## config.mk

```make
export PLATFORM = sky130hd
export DESIGN_NAME = tcon_queue
export DESIGN_NICKNAME = d
export VERILOG_FILES = /design/src/hw/rtl/tcon_pkg.sv /design/src/hw/rtl/tcon_queue.sv
export SDC_FILE = /design/constraint.sdc
export NUM_CORES = 1
export LEC_CHECK = 0
export BUFFER_PORTS_ARGS = -buffer_cell sky130_fd_sc_hd__buf_2
export CAP_MARGIN = 20
export CORE_MARGIN = 1.5
export CORE_UTILIZATION = 52
export DETAILED_ROUTE_END_ITERATION = 12
export PLACE_DENSITY_LB_ADDON = 0.05
export SYNTH_ARGS = -nofsm -noshare
export SYNTH_HDL_FRONTEND = slang
export SYNTH_SLANG_ARGS = --single-unit
```

## constraint.sdc

```tcl
create_clock -name clock -period 2.61 [get_ports clock]
set_clock_uncertainty 0.15 [all_clocks]
set_input_delay 0.1305 -clock clock [delete_from_list [all_inputs] [get_ports clock]]
set_output_delay 0.1305 -clock clock [all_outputs]
set_load 0.02 [all_outputs]
```

## src/hw/rtl/tcon_pkg.sv

```systemverilog
// Package for the text console: payload structs, byte codes and the front-to-back op format.
// No dependencies.
`timescale 1ns / 1ps
package tcon_pkg;

   typedef struct packed {
      logic        func;
      logic [7:0]  char_byte;
      logic [10:0] cell_index;
   } req_type;

   typedef struct packed {
      logic [15:0] cell_data;
      logic [6:0]  cursor_col;
      logic [4:0]  cursor_row;
      logic [10:0] cursor_pos;
      logic [2:0]  fg_now;
      logic [2:0]  bg_now;
   } rsp_type;

   // Operation codes sent from the parser to the executor.
   localparam logic [2:0] OP_NONE = 3'd0;
   localparam logic [2:0] OP_PUT  = 3'd1;
   localparam logic [2:0] OP_MOVE = 3'd2;
   localparam logic [2:0] OP_READ = 3'd3;

   localparam logic [7:0] CH_ESC   = 8'h1B;
   localparam logic [7:0] CH_LBRK  = 8'h5B;
   localparam logic [7:0] CH_SEMI  = 8'h3B;
   localparam logic [7:0] CH_ZERO  = 8'h30;
   localparam logic [7:0] CH_NINE  = 8'h39;
   localparam logic [7:0] CH_SGR   = 8'h6D;
   localparam logic [7:0] CH_CUP_H = 8'h48;
   localparam logic [7:0] CH_CUP_F = 8'h66;
   localparam logic [7:0] CH_LF    = 8'h0A;
   localparam logic [7:0] CH_CR    = 8'h0D;
   localparam logic [7:0] CH_BS    = 8'h08;
   localparam logic [7:0] CH_SPACE = 8'h20;
   localparam logic [7:0] CH_NUL   = 8'h00;

   localparam logic [9:0] FIELD_MAX = 10'd1023;
   localparam logic [2:0] FG_RESET  = 3'd7;
   localparam logic [2:0] BG_RESET  = 3'd0;

   // One classified beat: colors are already resolved by the parser.
   typedef struct packed {
      logic [2:0]  op;
      logic [7:0]  ch;
      logic [10:0] index;
      logic [9:0]  row;
      logic [9:0]  col;
      logic [2:0]  fg;
      logic [2:0]  bg;
   } op_type;

endpackage

```

## src/hw/rtl/tcon_queue.sv

```systemverilog
// Two-entry queue between parser and executor.
// Depends on tcon_pkg.
`timescale 1ns / 1ps
module tcon_queue (
   input  logic             clock,
   input  logic             reset,
   input  logic             in_valid,
   output logic             in_stall,
   input  tcon_pkg::op_type in_data,
   output logic             out_valid,
   input  logic             out_stall,
   output tcon_pkg::op_type out_data
);
   import tcon_pkg::*;

   op_type    slot_ff [2];
   logic      wp_ff, wp_in, rp_ff, rp_in;
   logic [1:0] cnt_ff, cnt_in;
   logic      push, pop;

   assign in_stall  = (cnt_ff == 2'd2);
   assign out_valid = (cnt_ff != 2'd0);
   assign out_data  = slot_ff[rp_ff];
   assign push      = in_valid && !in_stall;
   assign pop       = out_valid && !out_stall;

   // Pointer and fill bookkeeping.
   always_comb begin
      wp_in  = wp_ff ^ push;
      rp_in  = rp_ff ^ pop;
      cnt_in = cnt_ff + {1'b0, push} - {1'b0, pop};
   end

   always_ff @(posedge clock) begin
      if (reset) begin
         wp_ff  <= 1'b0;
         rp_ff  <= 1'b0;
         cnt_ff <= 2'd0;
      end else begin
         wp_ff  <= wp_in;
         rp_ff  <= rp_in;
         cnt_ff <= cnt_in;
      end
      if (push) slot_ff[wp_ff] <= in_data;
   end

   a_fill: assert property (@(posedge clock) disable iff (reset)
      cnt_ff <= 2'd2) else $error("queue overfill");
   a_ptr: assert property (@(posedge clock) disable iff (reset)
      (cnt_ff == 2'd0 || cnt_ff == 2'd2) |-> (wp_ff == rp_ff)) else $error("pointer skew");
   a_nopush: assert property (@(posedge clock) disable iff (reset)
      (cnt_ff == 2'd2) |-> !push) else $error("push when full");
endmodule

```

==> summary.md <==
| Metric | Value |
|---|---|
| Initial antenna violation count | 0 |
| Final instance area | 5050 um2 |
| Crit start category | flip-flop |
| Peak supply drop | about 0.42 mV |
| Relative slew slack | 0.700 |
| Worst-Skew Late Latency | roughly 350 ps |
| Vias per Instance | roughly 4.7 |
| Ant diodes | 0 |
| First-pass GRT wire length | 9250 um |
| Largest net degree at the start of global routing | 34 |
| Mapped Avg Cell Area | approximately 22 um2 |
| Total gr overflow | 0 |
| Reg-to-reg startpoint | cnt_ff[0]$_SDFF_PP0_ |
| Final non-filler cell total | 435 |
| Die Width | 87.7 um |
| Flops & latches, synth | 100 |
| Slowest library cell on the worst path | mux2_2 |
| Achievable clock frequency | between 0.5 and 0.6 GHz |
| Critical path origin | rp_ff$_SDFF_PP0_ |
| P&R area growth vs syn | 35.6% |
| Final ANT Viol Nets | 0 |
| Dominant cells by area after synthesis | edfxtp_1 77%, mux2_2 15%, dfxtp_1 2.1% |
| Max Cap Violations | 0 |
| Die ar. | 7680 um2 |
| Max Buffers Root-to-Sink | 2 |
| Hold Crit Class | in2reg |
| Outcome | complete, no violations |
| Hold Slack | roughly 85 ps |
| RSZ-0062 raised after global routing | no |
| Total wire length | 6470 um |
| Leakage | 0.00194 uW |
| Final net count | 390 |
| Period utilization | 0.728 |
| Cell count after synthesis | 173 |
| RePlAce Congestion | ~0.64 |
| Hold Violations, Final | 0 |
| Layout cells sized above 1 | 0.522 |
| Wire per inst | 14.9 um |
| Least-Margin Pin Slew | 451 ps |
| Pre-antenna DRT Iters | 4 |
| Max FO, Critical Path | 30 |
| Dpl cells | 370 |
| Req. time, crit path | 2330 ps |
| Crit path kind | reg2out |
| Max Slew Vio Count | 0 |
| Seq/Total Area, Yosys | 0.795 |
| WHS Path Cells | 4 |
| # IOs | 102 |
| Pwr per Cell Area | 876 nW/um2 |
| Post-CTS Setup Repair Bufs | 0 |
| Setup TNS | 0 ps |
| IO Port Bufs | 101 |
| # DRC | 0 |
| Min-delay src | in_valid |
| Core Area | 6870 um2 |
| Top-area cell type share of the netlist area | 0.774 |
| Element type at the critical path end | primary output |
| Minimum clock period | 1900 ps |
| Area leader, netlist | edfxtp_1 |
| CP Cell Sequence | buf_4 -> mux2_2 -> buf_2 |
| R2r worst-path depth | 4 |
| Synth warn | 0 |
| Max incr delay on CP | 400 ps |
| Post-DP Area | ~4300 um2 |
| Synth unique cells | 17 |
| DRT iter0 DRCs | 53 |
| Final setup viols | 0 |
| Synth Cell Area | ~3700 um2 |
| Most frequent cells in the layout | 101 x buf_2, 96 x edfxtp_1, 49 x mux2_2, 49 x dlygate4sd3_1, 9 x clkbuf_8 |
| Die Ht | just under 90 um |
| Synthesized net count | 229 |
| Worst EP arrival | 1620 ps |
| Clock transition at path regs | 90 ps |
| Vias in the first global route | 2015 |
| TritonCTS clock tree | yes |
| Most common cell after layout, fill and taps aside | buf_2 |
| H-tree depth | 3 |
| Root cell of the clock tree | clkbuf_8 |
| Core Rows | 30 |
| DP HPWL | 3950 um |
| Initial Util | 0.542 |
| Via count | 2054 |
| Num CTS Buffers | 9 |
| GR Util All Layers | 0.170 |
| Sink Count | 100 |
## Yosys cell counts (all sizes together)
cell and n:
edfxtp 96, mux2 49, buf 6, dfxtp 4, ha 4, inv 3, nor2 3, nor2b 2
and2 1, nand2 1, nand2b 1, o21ba 1, or2 1, xnor3 1
## path summary, 6_finish.rpt
path / to / slack [ps]
worst min-delay path: wp_ff$_SDFF_PP0_ / 80
worst min register to register: wp_ff$_SDFF_PP0_ / 450
worst max register to register: slot_ff[1][11]$_DFFE_PP_ / 840
worst max-delay path: out_data[25] / 710
## where the power goes
| part | internal, uW | switching, uW | leakage [uW] | total [uW] |
|---|---|---|---|---|
| Combinational | 545 | 726 | 0.000899 | 1270 |
| Clock | 545 | 519 | 0.000108 | 1060 |
| Sequential | 2030 | 54.2 | 0.000931 | 2090 |
## kinds of logic after synthesis
logic type      synth area share
buf+inv                   0.0201
flops                      0.795
simple gates              0.0144
xor+xnor                 0.00604
fa+ha+maj                 0.0134
compound gates           0.00269
mux                        0.148
## metrics by stage
stage	utilization	worst slack (ps)	total power, uW
floorplan	-	238	3000
global placement	0.632	857	3330
detailed placement	0.632	806	3360
CTS	0.735	684	4470
global route	0.735	634	4610
finish	0.735	709	4420
## layer usage
metal	up-vias	track usage	wire length, um
li1	989	-	-
met1	997	0.201	2830
met2	59	0.284	3260
met3	9	0.0547	268
met4	0	0.0779	112
met5	-	0	0
## sequential cells by signal, summed over array words and instances (netlist names)
signal	cells
slot_ff	96
wp_ff	1
rp_ff	1
cnt_ff	2
## worst max-delay path, delay by kind of cell, from the launching register on
kind | cells | cell delay [ps]
buffers and inverters | 2 | 520
multiplexers | 1 | 400
flip-flops | 1 | 330
## area by class of cell
| class | instances | area [um2] |
|---|---|---|
| Timing Repair Buffer | 156 | 1040 |
| Clock buffer | 9 | 124 |
| Multi-Input combinational cell | 64 | 693 |
| Fill cell | 455 | 1820 |
| Clock inverter | 7 | 97.6 |
| Inverter | 3 | 11.3 |
| Tap cell | 96 | 120 |
| Sequential cell | 100 | 2960 |
## repair_timing
| action | CTS | global route |
|---|---|---|
| gates resized for setup | 0 | 0 |
| hold buffers | 49 | 0 |
| endpoints found under the hold margin | 99 | 0 |
Power figures use the tool's default switching activity.
