$ cat config.mk
export PLATFORM = sky130hd
export DESIGN_NAME = tcon_front
export DESIGN_NICKNAME = d
export VERILOG_FILES = /design/src/hw/rtl/tcon_pkg.sv /design/src/hw/rtl/tcon_front.sv
export SDC_FILE = /design/constraint.sdc
export NUM_CORES = 1
export LEC_CHECK = 0
export BUFFER_PORTS_ARGS = -buffer_cell sky130_fd_sc_hd__buf_2
export CORE_UTILIZATION = 58
export CTS_CLUSTER_SIZE = 16
export DETAILED_ROUTE_END_ITERATION = 6
export HOLD_SLACK_MARGIN = 0.06
export PLACE_DENSITY = 0.85
export SLEW_MARGIN = 10
export SYNTH_ARGS = -nofsm -noshare
export SYNTH_HDL_FRONTEND = slang
export SYNTH_SLANG_ARGS = --single-unit
$ cat constraint.sdc
create_clock -name clock -period 6.4 [get_ports clock]
set_clock_uncertainty 0.15 [all_clocks]
set_input_delay 0.96 -clock clock [delete_from_list [all_inputs] [get_ports clock]]
set_output_delay 0.96 -clock clock [all_outputs]
set_load 0.01 [all_outputs]
$ cat src/hw/rtl/tcon_pkg.sv
// Package for the text console: payload structs, byte codes and the front-to-back op format.
// No dependencies.
`timescale 1ns / 1ps
package tcon_pkg;

   typedef struct packed {
      logic        func;
      logic [7:0]  char_byte;
      logic [10:0] cell_index;
   } req_type;

   typedef struct packed {
      logic [15:0] cell_data;
      logic [6:0]  cursor_col;
      logic [4:0]  cursor_row;
      logic [10:0] cursor_pos;
      logic [2:0]  fg_now;
      logic [2:0]  bg_now;
   } rsp_type;

   // Operation codes sent from the parser to the executor.
   localparam logic [2:0] OP_NONE = 3'd0;
   localparam logic [2:0] OP_PUT  = 3'd1;
   localparam logic [2:0] OP_MOVE = 3'd2;
   localparam logic [2:0] OP_READ = 3'd3;

   localparam logic [7:0] CH_ESC   = 8'h1B;
   localparam logic [7:0] CH_LBRK  = 8'h5B;
   localparam logic [7:0] CH_SEMI  = 8'h3B;
   localparam logic [7:0] CH_ZERO  = 8'h30;
   localparam logic [7:0] CH_NINE  = 8'h39;
   localparam logic [7:0] CH_SGR   = 8'h6D;
   localparam logic [7:0] CH_CUP_H = 8'h48;
   localparam logic [7:0] CH_CUP_F = 8'h66;
   localparam logic [7:0] CH_LF    = 8'h0A;
   localparam logic [7:0] CH_CR    = 8'h0D;
   localparam logic [7:0] CH_BS    = 8'h08;
   localparam logic [7:0] CH_SPACE = 8'h20;
   localparam logic [7:0] CH_NUL   = 8'h00;

   localparam logic [9:0] FIELD_MAX = 10'd1023;
   localparam logic [2:0] FG_RESET  = 3'd7;
   localparam logic [2:0] BG_RESET  = 3'd0;

   // One classified beat: colors are already resolved by the parser.
   typedef struct packed {
      logic [2:0]  op;
      logic [7:0]  ch;
      logic [10:0] index;
      logic [9:0]  row;
      logic [9:0]  col;
      logic [2:0]  fg;
      logic [2:0]  bg;
   } op_type;

endpackage

$ cat src/hw/rtl/tcon_front.sv
// Escape parser front end: accepts request beats and turns them into executor ops.
// Depends on tcon_pkg.
`timescale 1ns / 1ps
module tcon_front #(
   parameter int PARAM_BUFFER = 16,
   parameter int MAX_FIELDS   = 4
) (
   input  logic              clock,
   input  logic              reset,
   input  logic              req_valid,
   output logic              req_stall,
   input  tcon_pkg::req_type req_data,
   output logic              op_valid,
   input  logic              op_stall,
   output tcon_pkg::op_type  op_data
);
   import tcon_pkg::*;

   localparam int FW = $clog2(MAX_FIELDS + 1);
   localparam int FI = (MAX_FIELDS > 1) ? $clog2(MAX_FIELDS) : 1;
   localparam int SW = $clog2(PARAM_BUFFER);

   localparam logic [1:0] MODE_NORMAL = 2'd0;
   localparam logic [1:0] MODE_ESC    = 2'd1;
   localparam logic [1:0] MODE_CSI    = 2'd2;
   // A final 'm' walks the fields, one per cycle.
   localparam logic [1:0] MODE_SGR    = 2'd3;

   logic [1:0]    mode_ff, mode_in;
   logic [SW-1:0] stored_ff, stored_in;
   logic [9:0]    field_ff [MAX_FIELDS];
   logic [9:0]    field_in [MAX_FIELDS];
   logic [FW-1:0] count_ff, count_in;
   logic          open_ff, open_in;
   logic [FW-1:0] walk_ff, walk_in;
   logic [2:0]    fg_ff, fg_in, bg_ff, bg_in;
   op_type        out_ff, out_in;
   logic          out_valid_ff, out_valid_in;

   logic          take;
   logic [7:0]    ch;
   logic [9:0]    cur;
   logic [13:0]   grown;
   logic [9:0]    code;

   assign req_stall = (mode_ff == MODE_SGR) || (out_valid_ff && op_stall);
   assign take      = req_valid && !req_stall;
   assign ch        = req_data.char_byte;
   assign op_valid  = out_valid_ff;
   assign op_data   = out_ff;

   assign cur   = field_ff[FI'(count_ff - FW'(1))];
   assign grown = {4'd0, cur} * 14'd10 + {10'd0, ch[3:0]};
   assign code  = field_ff[FI'(walk_ff)];

   // Parser state update and op generation.
   always_comb begin
      mode_in      = mode_ff;
      stored_in    = stored_ff;
      field_in     = field_ff;
      count_in     = count_ff;
      open_in      = open_ff;
      walk_in      = walk_ff;
      fg_in        = fg_ff;
      bg_in        = bg_ff;
      out_in       = out_ff;
      out_valid_in = out_valid_ff && op_stall;
      if (mode_ff == MODE_SGR) begin
         if (walk_ff >= count_ff) begin
            // The walk is done: the op for the 'm' leaves with the new colors.
            mode_in      = MODE_NORMAL;
            out_in.fg    = fg_ff;
            out_in.bg    = bg_ff;
            out_valid_in = 1'b1;
         end else begin
            if (code == 10'd0) begin
               fg_in = FG_RESET;
               bg_in = BG_RESET;
            end else if (code >= 10'd30 && code <= 10'd37) begin
               fg_in = 3'(code - 10'd30);
            end else if (code >= 10'd40 && code <= 10'd47) begin
               bg_in = 3'(code - 10'd40);
            end
            walk_in = walk_ff + FW'(1);
         end
      end else if (take) begin
         out_in.op    = OP_NONE;
         out_in.ch    = ch;
         out_in.index = req_data.cell_index;
         out_in.row   = 10'd1;
         out_in.col   = 10'd1;
         out_in.fg    = fg_ff;
         out_in.bg    = bg_ff;
         out_valid_in = 1'b1;
         if (req_data.func) begin
            out_in.op = OP_READ;
         end else if (ch == CH_NUL) begin
            mode_in = MODE_NORMAL;
         end else if (mode_ff == MODE_ESC) begin
            if (ch == CH_LBRK) begin
               mode_in   = MODE_CSI;
               stored_in = '0;
               count_in  = '0;
               open_in   = 1'b1;
               for (int i = 0; i < MAX_FIELDS; i++) field_in[i] = '0;
            end else begin
               mode_in = MODE_NORMAL;
            end
         end else if (mode_ff == MODE_CSI) begin
            if ((ch >= CH_ZERO && ch <= CH_NINE) || ch == CH_SEMI) begin
               if (32'(stored_ff) < PARAM_BUFFER - 1) begin
                  stored_in = stored_ff + SW'(1);
                  if (!(open_ff && 32'(count_ff) >= MAX_FIELDS)) begin
                     if (ch == CH_SEMI) begin
                        if (open_ff) count_in = count_ff + FW'(1);
                        open_in = 1'b1;
                     end else if (open_ff) begin
                        count_in = count_ff + FW'(1);
                        open_in  = 1'b0;
                        field_in[FI'(count_ff)] = {6'd0, ch[3:0]};
                     end else begin
                        field_in[FI'(count_ff - FW'(1))] =
                           (grown > 14'(FIELD_MAX)) ? FIELD_MAX : grown[9:0];
                     end
                  end
               end
            end else if (ch == CH_SGR) begin
               mode_in      = MODE_SGR;
               walk_in      = '0;
               out_valid_in = 1'b0;
            end else begin
               mode_in = MODE_NORMAL;
               if (ch == CH_CUP_H || ch == CH_CUP_F) begin
                  out_in.op  = OP_MOVE;
                  out_in.row = (count_ff > FW'(0)) ? field_ff[0] : 10'd1;
                  out_in.col = (count_ff > FW'(1)) ? field_ff[1] : 10'd1;
               end
            end
         end else begin
            if (ch == CH_ESC) mode_in = MODE_ESC;
            else out_in.op = OP_PUT;
         end
      end
   end

   always_ff @(posedge clock) begin
      if (reset) begin
         mode_ff      <= MODE_NORMAL;
         stored_ff    <= '0;
         count_ff     <= '0;
         open_ff      <= 1'b1;
         walk_ff      <= '0;
         fg_ff        <= FG_RESET;
         bg_ff        <= BG_RESET;
         out_valid_ff <= 1'b0;
         for (int i = 0; i < MAX_FIELDS; i++) field_ff[i] <= '0;
      end else begin
         mode_ff      <= mode_in;
         stored_ff    <= stored_in;
         count_ff     <= count_in;
         open_ff      <= open_in;
         walk_ff      <= walk_in;
         fg_ff        <= fg_in;
         bg_ff        <= bg_in;
         out_valid_ff <= out_valid_in;
         field_ff     <= field_in;
      end
      out_ff <= out_in;
   end

   // The field count never exceeds the configured number of fields.
   a_count_max: assert property (@(posedge clock) disable iff (reset)
      32'(count_ff) <= MAX_FIELDS) else $error("field count overflow");
   // While the SGR walk runs, no new beat is accepted.
   a_walk_hold: assert property (@(posedge clock) disable iff (reset)
      (mode_ff == MODE_SGR) |-> req_stall) else $error("beat taken during SGR");
   // An op held under stall keeps its contents.
   a_op_hold: assert property (@(posedge clock) disable iff (reset)
      (op_valid && op_stall) |=> (op_valid && $stable(op_data)))
      else $error("op changed under stall");
endmodule

==> qor.csv <==
stage,metric,value,unit
status,status,completed,
critical_path,critPathMaxFanout,20,
clocking,clock_latency,0.37,ns
finish,insertedDiodeCount,0,
routing,via_per_inst,6.36,
critical_path,critPathArrivalTime,5.16,ns
sta,slew_headroom,25.1,%
finish,nFillCells,793,
floorplan,core_area,0.00973,mm^2
critical_path,slowest_stage,ha_1,
global_routing,grt_usage,29.7,%
run,drv_cap,0,
critical_path,timing.critical_path.mode_cell,ha_1,
routing,drc,0,
logic_synthesis,synth_nets,610,
logic_synthesis,yosys.area.top_type,edfxtp_1,
finish,synthToLayoutAreaGrowth,10.1,%
critical_path,crit_buf_inv,4,
logic_synthesis,synthAdderAreaFrac,8.47,%
routing,vias,4738,
logic_synthesis,ys_async_sr_fraction,0,%
critical_path,crit_required,6.50,ns
logic_synthesis,synthTopCellsByCount,"dfxtp_1, edfxtp_1, nor2_1, ha_1, a21oi_1",
routing,ant_nets,0,
global_routing,grt_pass1_vias,4399,
routing,firstDrtPassIters,5,
sta,drv_slew,0,
logic_synthesis,synth_compound_area_share,15.5,%
clocking,cts.sinks,107,
global_routing,antenna_found_initial,0,
floorplan,pin_count,74,
clocking,tritoncts,yes,
logic_synthesis,ys_ff_latch,107,
floorplan,die_height,102,um
clocking,hold_buffers,0,
routing,drt_iter0_markers,580,
routing,drt-total-wl,14500,um
sta,holdWs,0.296,ns
sta,rsz0062_at_grt,false,
place,post_dp_cell_area,0.00620,mm^2
finish,fin_nets,669,
clocking,post_cts_resized,0,
finish,layout-drive-gt1-share,19.3,%
global_routing,gr-total-overflow,0,
sta,max_freq,198,MHz
global_routing,grt_pass1_wl,23200,um
floorplan,initial_utilization,59.5,%
logic_synthesis,synth_xor_area_share,1.36,%
place,gp_congestion,0.972,
critical_path,slowest_delay,0.57,ns
logic_synthesis,muxShareOfSynthArea,7.98,%
logic_synthesis,synth_most_common_cell,dfxtp_1,
place,io_buffers,72,
clocking,cts-htree-levels,3,
logic_synthesis,synth_top_family_by_area,simple AND/OR/NAND/NOR gates,
place,dp_hpwl,10900,um
sta,tns,0,ns
floorplan,rows,36,
logic_synthesis,synth_edf_count,47,
global_routing,grt_max_degree,42,
logic_synthesis,synthTopCellsByArea,"edfxtp_1, dfxtp_1, ha_1",
power,ir_drop,0.126,mV
clocking,clk_pin_slew,0.10,ns
routing,wl_per_cell,19.4,um
floorplan,dieWidth,102,um
critical_path,crit_path_start_kind,register,
sta,min_period,5.06,ns
clocking,clock-root-buffer,clkbuf_8,
critical_path,critPathKind,reg2reg,
sta,worst_slew_pin_slew,1.12,ns
logic_synthesis,postSynthCellCount,548,
logic_synthesis,ys.flop_type,dfxtp_1,
finish,fin_area,0.00637,mm^2
logic_synthesis,avgSynthCellArea,10.6,um^2
min_path,hp-class,reg2reg,
logic_synthesis,yosysSeqAreaShare,45.1,%
power,p_leak,2.44,nW
critical_path,endpoint_kind,register,
clocking,cts_setup_buffers,0,
power,p_per_area,184,mW/mm^2
floorplan,die-area,0.0104,mm^2
sta,finalSetupViolCount,0,
sta,timing.final.crit_share,79.1,%
logic_synthesis,yosysWarnings,0,
sta,hold_viol,0,
logic_synthesis,yosysUniqueCellTypes,60,
critical_path,path_cells,"buf_4, inv_1, ha_1, mux4_2, ha_1, ha_1, inv_1, fa_1, nor2b_1, nand2_1, nor4b_1, and4_1, mux2i_1, buf_4, nor3b_1, o2bb2ai_1",
clocking,max-clock-path-buffers,2,
logic_synthesis,synth_simple_gate_area_share,17.2,%
logic_synthesis,synth_area,0.00579,mm^2
critical_path,path_delay_family,simple AND/OR/NAND/NOR gates,
clocking,cts_buffers,9,
logic_synthesis,synth.top_cell.area_share,24.4,%
## layout by cell type, fill, tap and decap left out, drive strengths merged, types with 10 or more instances in the layout
cell	count
mux4	16
buf	75
nand2	31
nor2b	12
dfxtp	60
clkbuf	11
a21oi	35
a221oi	10
inv	32
o2bb2ai	27
o21ai	26
and2	23
nor3	10
edfxtp	47
nor2	38
ha	36
## per-layer routing
layer	up-vias	GRT usage [%]	routed length, um
met4	0	9.78	317
met2	244	47.1	6860
met5	-	0	0
li1	2160	-	-
met3	26	5.81	1200
met1	2308	41.0	6100
## sequential cells by signal, indices dropped and copies added, names as in the netlist
signal and cells:
bg_ff 3, fg_ff 3, field_ff 40, op_valid 1, open_ff 1, walk_ff 3, count_ff 3, op_data 47
mode_ff 2, stored_ff 4
## path summary, 6_finish.rpt
kind              cells after the start                startpoint  slack [ns]                   endpoint
setup / recovery                     16  count_ff[0]$_SDFFE_PP0P_        1.34  field_ff[39]$_SDFFE_PP0P_
setup reg to reg                     16  count_ff[0]$_SDFFE_PP0P_        1.34  field_ff[39]$_SDFFE_PP0P_
hold / removal                        0     bg_ff[0]$_SDFFE_PP0P_        0.30       op_data[0]$_DFFE_PP_
hold reg to reg                       0     bg_ff[0]$_SDFFE_PP0P_        0.30       op_data[0]$_DFFE_PP_
## cells by family (layout without fill, tap and decap cells)
logic type,after synthesis,in the layout
other,1,1
adders and majority gates,38,38
and+or+nand+nor,177,177
buffers and inverters,57,121
DFF,107,107
xor gates and xnor gates,9,9
muxes,26,26
AOI/OAI and AO/OA,133,133
## stage by stage
| step | power [mW] | instances | util [%] | worst slack, ns |
|---|---|---|---|---|
| after global routing | 1.21 | 745 | 65.5 | 0.956 |
| after CTS | 1.18 | 745 | 65.5 | 1.42 |
| final | 1.17 | 745 | 65.5 | 1.34 |
| after global placement | 0.809 | 729 | 63.8 | 1.61 |
| after floorplan | 0.783 | 548 | - | 1.89 |
| after detailed placement | 0.812 | 729 | 63.8 | 1.47 |
## cell type report
type | instances | area, um^2 | share of cell area (%)
clock inverters | 5 | 37.5 | 0.589
flip-flops and latches | 107 | 2610 | 41.0
inverters | 30 | 113 | 1.77
well taps | 133 | 166 | 2.61
clock buffers | 11 | 131 | 2.06
repair buffers | 75 | 383 | 6.01
multi-input cells | 384 | 2930 | 46.0
## report_power, final
group / total (mW) / internal, mW / switching (mW)
registers: 0.731 / 0.728 / 0.00326
logic: 0.0650 / 0.0220 / 0.0430
clock network: 0.379 / 0.144 / 0.235
total: 1.17 / 0.894 / 0.281
Power figures use the tool's default switching activity.
